[src/hw/rtl/stereo_gap_filter_biquad_chain_unit_defines.svh]
`ifndef STEREO_GAP_FILTER_BIQUAD_CHAIN_UNIT_DEFINES_SVH
`define STEREO_GAP_FILTER_BIQUAD_CHAIN_UNIT_DEFINES_SVH

`ifndef NO_ASSERTIONS
`define SGF_ASSERT(lbl, clk, rst_n, prop, msg) \
    lbl: assert property (@(posedge clk) disable iff (!rst_n) prop) else $error(msg);
`define SGF_ASSERT_ALWAYS(lbl, clk, prop, msg) \
    lbl: assert property (@(posedge clk) prop) else $error(msg);
`else
`define SGF_ASSERT(lbl, clk, rst_n, prop, msg)
`define SGF_ASSERT_ALWAYS(lbl, clk, prop, msg)
`endif

`endif

[src/hw/rtl/sgfbq_pkg.sv]
package sgfbq_pkg;

    localparam int SAMPLE_WIDTH_DEF = 24;
    localparam int COEF_WIDTH_DEF   = 32;
    localparam int SIG_W            = 32;
    localparam int GAIN_W           = 18;
    localparam int GAIN_FRAC        = 16;
    localparam int CFG_IDX_W        = 3;
    localparam int MEM_DEPTH        = 32;
    localparam int MEM_AW           = 5;
    localparam int STEP_W           = 3;

    typedef enum logic [CFG_IDX_W-1:0] {
        REG_HP_TO_LP = 3'd0,
        REG_IN_TO_LP = 3'd1,
        REG_LP_OUT   = 3'd2,
        REG_HP_OUT   = 3'd3,
        REG_IN_OUT   = 3'd4
    } cfg_reg_t;

    localparam logic KIND_SAMPLE = 1'b0;
    localparam logic KIND_COEF   = 1'b1;

    localparam logic signed [GAIN_W-1:0] IN_OUT_GAIN_RST = 18'sd65536;

    typedef enum logic [7:0] {
        ST_IDLE   = 8'b0000_0001,
        ST_RD     = 8'b0000_0010,
        ST_MAC    = 8'b0000_0100,
        ST_RND    = 8'b0000_1000,
        ST_WB     = 8'b0001_0000,
        ST_MIX    = 8'b0010_0000,
        ST_MIXRND = 8'b0100_0000,
        ST_DONE   = 8'b1000_0000
    } state_t;

    typedef struct packed {
        logic clr;
        logic mul_en;
        logic acc_en;
        logic mix;
    } mac_ctrl_t;

endpackage

[src/hw/rtl/sgfbq_mac.sv]
module sgfbq_mac #(
    parameter int COEF_WIDTH = sgfbq_pkg::COEF_WIDTH_DEF
) (
    input  logic                                              aclk,
    input  sgfbq_pkg::mac_ctrl_t                              ctrl,
    input  logic signed [sgfbq_pkg::SIG_W-1:0]                op_a,
    input  logic signed [COEF_WIDTH-1:0]                      op_b,
    output logic signed [sgfbq_pkg::SIG_W+COEF_WIDTH+2:0]     rnd
);
    import sgfbq_pkg::*;

    localparam int PROD_W = SIG_W + COEF_WIDTH;
    localparam int ACC_W  = PROD_W + 3;
    localparam int BQ_SH  = COEF_WIDTH - 4;
    localparam logic signed [ACC_W-1:0] HALF_BQ  = ACC_W'(1) <<< (BQ_SH - 1);
    localparam logic signed [ACC_W-1:0] HALF_MIX = ACC_W'(1) <<< (GAIN_FRAC - 1);

    logic signed [PROD_W-1:0] prod_reg;
    logic signed [ACC_W-1:0]  acc_reg;

    always_ff @(posedge aclk) begin
        if (ctrl.mul_en) begin
            prod_reg <= op_a * op_b;
        end
        if (ctrl.clr) begin
            acc_reg <= '0;
        end else if (ctrl.acc_en) begin
            acc_reg <= acc_reg + ACC_W'(prod_reg);
        end
    end

    assign rnd = ctrl.mix ? ((acc_reg + HALF_MIX) >>> GAIN_FRAC)
                          : ((acc_reg + HALF_BQ) >>> BQ_SH);

endmodule

[config.mk]
export PLATFORM = sky130hd
export DESIGN_NAME = sgfbq_mac
export DESIGN_NICKNAME = d
export VERILOG_FILES = /design/src/hw/rtl/stereo_gap_filter_biquad_chain_unit_defines.svh /design/src/hw/rtl/sgfbq_pkg.sv /design/src/hw/rtl/sgfbq_mac.sv
export SDC_FILE = /design/constraint.sdc
export NUM_CORES = 2
export LEC_CHECK = 0
export BUFFER_PORTS_ARGS = -buffer_cell sky130_fd_sc_hd__buf_2
export CORE_MARGIN = 10
export CORE_UTILIZATION = 59
export DETAILED_ROUTE_END_ITERATION = 7
export PLACE_DENSITY = 0.75
export SLEW_MARGIN = 5
export SYNTH_ARGS = -nofsm -noshare
export SYNTH_HDL_FRONTEND = slang
export SYNTH_SLANG_ARGS = --single-unit
[constraint.sdc]
create_clock -name aclk -period 8.9 [get_ports aclk]
set_input_delay 1.335 -clock aclk [delete_from_list [all_inputs] [get_ports aclk]]
set_output_delay 1.335 -clock aclk [all_outputs]
set_load 0.02 [all_outputs]
-- Yosys cells after proc, flatten, opt, wreduce, memory -nomap -nowiden
Cells that the tools add are included.
- $add $sub $neg: 3
- $mul: 1
- multiplexer cells: 1
- operators by type and width (kind ; count):
    $add 67x17->67 const B ; 1
    $add 67x29->67 const B ; 1
    $add 67x64->67 ; 1
    $mux 67 ; 1
    $mul 32x32->64 ; 1
- bits in registers: 131
- word-level logic and storage cells: 7

-- Depth between registers and ports, before layout
- depth in word-level cells: 2
- depth in mapped cells: 29

-- Worst setup path after synthesis
Ideal clock, no wire load.
- kind: input to register
- from: in op_a[31] in the netlist's numbering
- to: reg prod_reg[63] (data pin)
- library setup time: 0.266 ns
- arrival: 8.499 ns
- slack: 0.135 ns
- cell stages on the path: 26
- path buffers: 2
- cells stage by stage: clkbuf_1 > nand2_1 > inv_1 > fa_1 > inv_1 > fa_1 > inv_1 > fa_1 > fa_1 > inv_1 > fa_1 > inv_1 > fa_1 > inv_1 > fa_1 > inv_1 > fa_1 > ha_1 > clkbuf_1 > a21oi_1 > nor2_1 > a2111oi_0 > nand2_1 > o21ai_0 > mux2i_1 > nand4_1
- cells in the longest elaborated chain, start to end: 1
- ends and longest elaborated chain (item ; RTL line ; RTL):
    start, declared ; sgfbq_mac.sv:6 ; input logic signed [sgfbq_pkg::SIG_W-1:0] op_a,
    $mul 32x32->64 ; sgfbq_mac.sv:23 ; prod_reg <= op_a * op_b;
    end signal, assigned ; sgfbq_mac.sv:23 ;
    end, declared ; sgfbq_mac.sv:18 ; logic signed [PROD_W-1:0] prod_reg;
No other way between the ends.
A chain may end at the register's enable or synchronous reset.

-- Worst setup path after layout
- from: in op_a[9] in the netlist's numbering
- to: reg prod_reg[59] (data pin)
Same word-level chain as after synthesis.

==> qor.txt <==
Worst hold start = acc_reg[0]
FF-to-FF path depth = 13
CTS sink cnt = 131
Hold path depth = 2
Max-slew violation count = 0
Number of global-route vias before repair = 37600
CTS tree = done
Post-DRT Antenna Nets = 0
EDFF count, synth = 64
Asr flop ratio synth = 0%
RSZ-0062 raised after global routing = false
Synth Instances = 5125
Critical path launch point type = primary input
FF+latch count, synth = 131
Fin. Hold Viols = 0
CP endpoint kind = register
Fill count = 6467
Vias = 35000
IO Port Bufs = 135
Die Width = 301 um
Fin crit share = 95.8%
Final WL = 119 mm
# setup viols final = 0
Critical R2R Launch = prod_reg[0]
Number of max-cap violations = 0
Setup Skew = 0.0110 ns
CP max stage delay = 0.57 ns
Ratio of cells with drive above 1 in the final layout = 7.87%
Largest register FFs = 67
Htree depth = 4
Clock Latency Late Sink = 0.43 ns
Final Cell Area = 49500 um2
Nets = 6590
First-pass GRT wire length = 199 mm
# DRC = 0
Worst min path class = register to register
Grt ovf = 0
Most common cell on crit path = fa_1
Slowest cell on crit path = fa_1
Post-synth net total = 6529
Worst-path fanout max = 12
Slew @ Worst Pin = 1.08 ns
Multi-input gate area = 38200 um2
CP required = 9.07 ns
I/O Pins = 136
Initial antenna violation count = 7
Initial Utilization = 59.7%
Full die area = 90400 um2
Core ar. = 77800 um2
Routed len/inst = 19.1 um
Netlist cell types = 87
Reg area = 3260 um2
Ys Warns = 0
Pre-Repair DR Iteration Count = 5
WP buf/inv = 7
FP Rows = 102
Final worst path period need = 8.52 ns
Synthesized cell area = 46500 um2
CTS buffer count = 17
Die height = 301 um
Outcome = finished clean
Prevailing post-synth register cell = dfxtp_1
Crit Reg-Reg Endpoint = acc_reg[62]
Area grow syn2layout = 6.40%
Sequential fraction of the synthesis area = 7.02%
All-Layer GR Usage = 27.3%
Pin count of the biggest net entering global routing = 90
Clock Root Buffer = clkbuf_16
Hold endpoint = acc_reg[0]
DP Area = 48900 um2
Worst Slack Setup Final = 0.378 ns
GPL Wtd Cong = 0.933
Buffer count from post-CTS setup fixing = 0
Setup CP Type = primary input to register
Slew headroom = 27.8%
Pre-CTS WS = -0.167 ns
1st-iter DRT viols = 2530
Worst Path Arrival = 8.69 ns
Avg Cell Area, Syn = 9.07 um2
DP Wirelength = 103 mm
Peak Freq = 117 MHz
Delay-heaviest family, CP = adder cells
Setup slack, reg-to-reg = 4.94 ns
Via/cell ratio = 5.61
Final core utilization = 63.6%
Maximum root-to-sink buffer count = 2
Clk pin slew, worst setup/hold paths = 0.06 ns
==> synth_stat cells, types with 16 or more instances <==
master,instances,share of area (%)
xor2_1,67,1.3
dfxtp_1,67,2.9
mux2i_1,45,0.97
a21o_1,77,1.2
a31oi_1,18,0.24
nor2b_1,16,0.22
ha_1,252,6.8
inv_1,1016,8.2
nand2_1,643,5.2
o21bai_1,24,0.39
nand4_1,36,0.48
nor2_1,195,1.6
and3_1,23,0.31
buf_4,19,0.31
edfxtp_1,64,4.1
and2_1,511,6.9
nor3_1,24,0.26
o21ai_0,95,1.0
a21oi_1,158,1.7
nand2b_1,23,0.31
fa_1,1083,47
clkbuf_1,267,2.2
nand3_1,51,0.55
xnor2_1,141,2.7
==> area by class of cell <==
type,count,area share [%]
multi-input combinational,3679,77.2
antenna,1,0.00506
timing repair buffer,341,4.70
inverter,1016,7.71
sequential,131,6.60
tap,1040,2.63
clock inverter,10,0.154
clock buffer,22,0.964
==> stage by stage <==
| stage | hold slack, ns | setup TNS, ns | std cells |
|---|---|---|---|
| 3_3_place_gp | 0.476 | -0.0843 | 6207 |
| 5_1_grt | 0.519 | 0 | 6240 |
| 4_1_cts | 0.505 | 0 | 6239 |
| 2_1_floorplan | 0.465 | 0 | 5125 |
| 6_report | 0.500 | 0 | 6240 |
| 3_5_place_dp | 0.490 | -0.359 | 6207 |
==> tightest hold or removal path: stages (launching register included) <==
cell and delay (ns):
dfxtp_1 0.33, mux2i_1 0.07, nor2_1 0.07
==> placed cells by master (no fill, tap or decap), types with 7 or more instances in the layout <==
master     Yosys  layout
o21a_1        14      14
buf_2          1     130
mux2i_1       45      45
a211oi_1      14      14
buf_4         19     199
fa_1        1083    1083
xnor2_1      141     141
nor4_1         9       9
edfxtp_1      64      64
a31oi_1       18      18
nor3b_1       10      10
a31o_2         7       7
o211ai_1       9       9
or3_1         12      12
a21oi_1      158     158
nand2_1      643     643
nand4_1       36      36
ha_1         252     252
nor2_1       195     195
o21bai_1      24      24
nor2b_1       16      16
nand3_1       51      51
buf_12         0       7
and3_1        23      23
o21ai_0       95      94
and2_1       511     511
xor2_1        67      67
nand2b_1      23      23
clkbuf_16      0      18
inv_1       1016    1016
dfxtp_1       67      67
a21o_1        77      77
nor3_1        24      24
==> repair_timing <==
item                                    4_1_cts  5_1_grt
hold buffers                                  0        0
endpoints found under the setup margin        0        2
resized for setup                             0        6
==> worst max-delay path by stage <==
stage	startpoint	end	slack [ns]	cells after the start
4_1_cts	op_b[9]	prod_reg[63]	0.28	29
2_1_floorplan	op_a[31]	prod_reg[63]	0.13	26
6_report	op_a[9]	prod_reg[59]	0.38	26
3_3_place_gp	op_b[9]	prod_reg[63]	-0.06	26
5_1_grt	op_b[11]	prod_reg[63]	0.02	28
3_5_place_dp	op_b[9]	prod_reg[63]	-0.17	29
==> kinds of logic after synthesis <==
group,count (synthesis),synth area share (%)
flops,131,7.02
simple gates,1600,17.1
buf+inv,1315,10.8
fa+ha+maj,1335,53.4
mux,46,0.993
compound gates,489,6.71
xor+xnor,209,3.95
==> metal layers <==
layer | vias to the layer above | part of all wire, % | GRT usage [%]
met5 | - | 0.055 | 0
met4 | 10 | 2.1 | 5.96
met3 | 213 | 9.2 | 5.55
met2 | 1409 | 46 | 43.5
met1 | 17800 | 42 | 38.3
li1 | 15600 | - | -
Power is left out: the tool's default activity adds up to more than one toggle a clock period on the data nets, which glitch-free logic cannot reach.
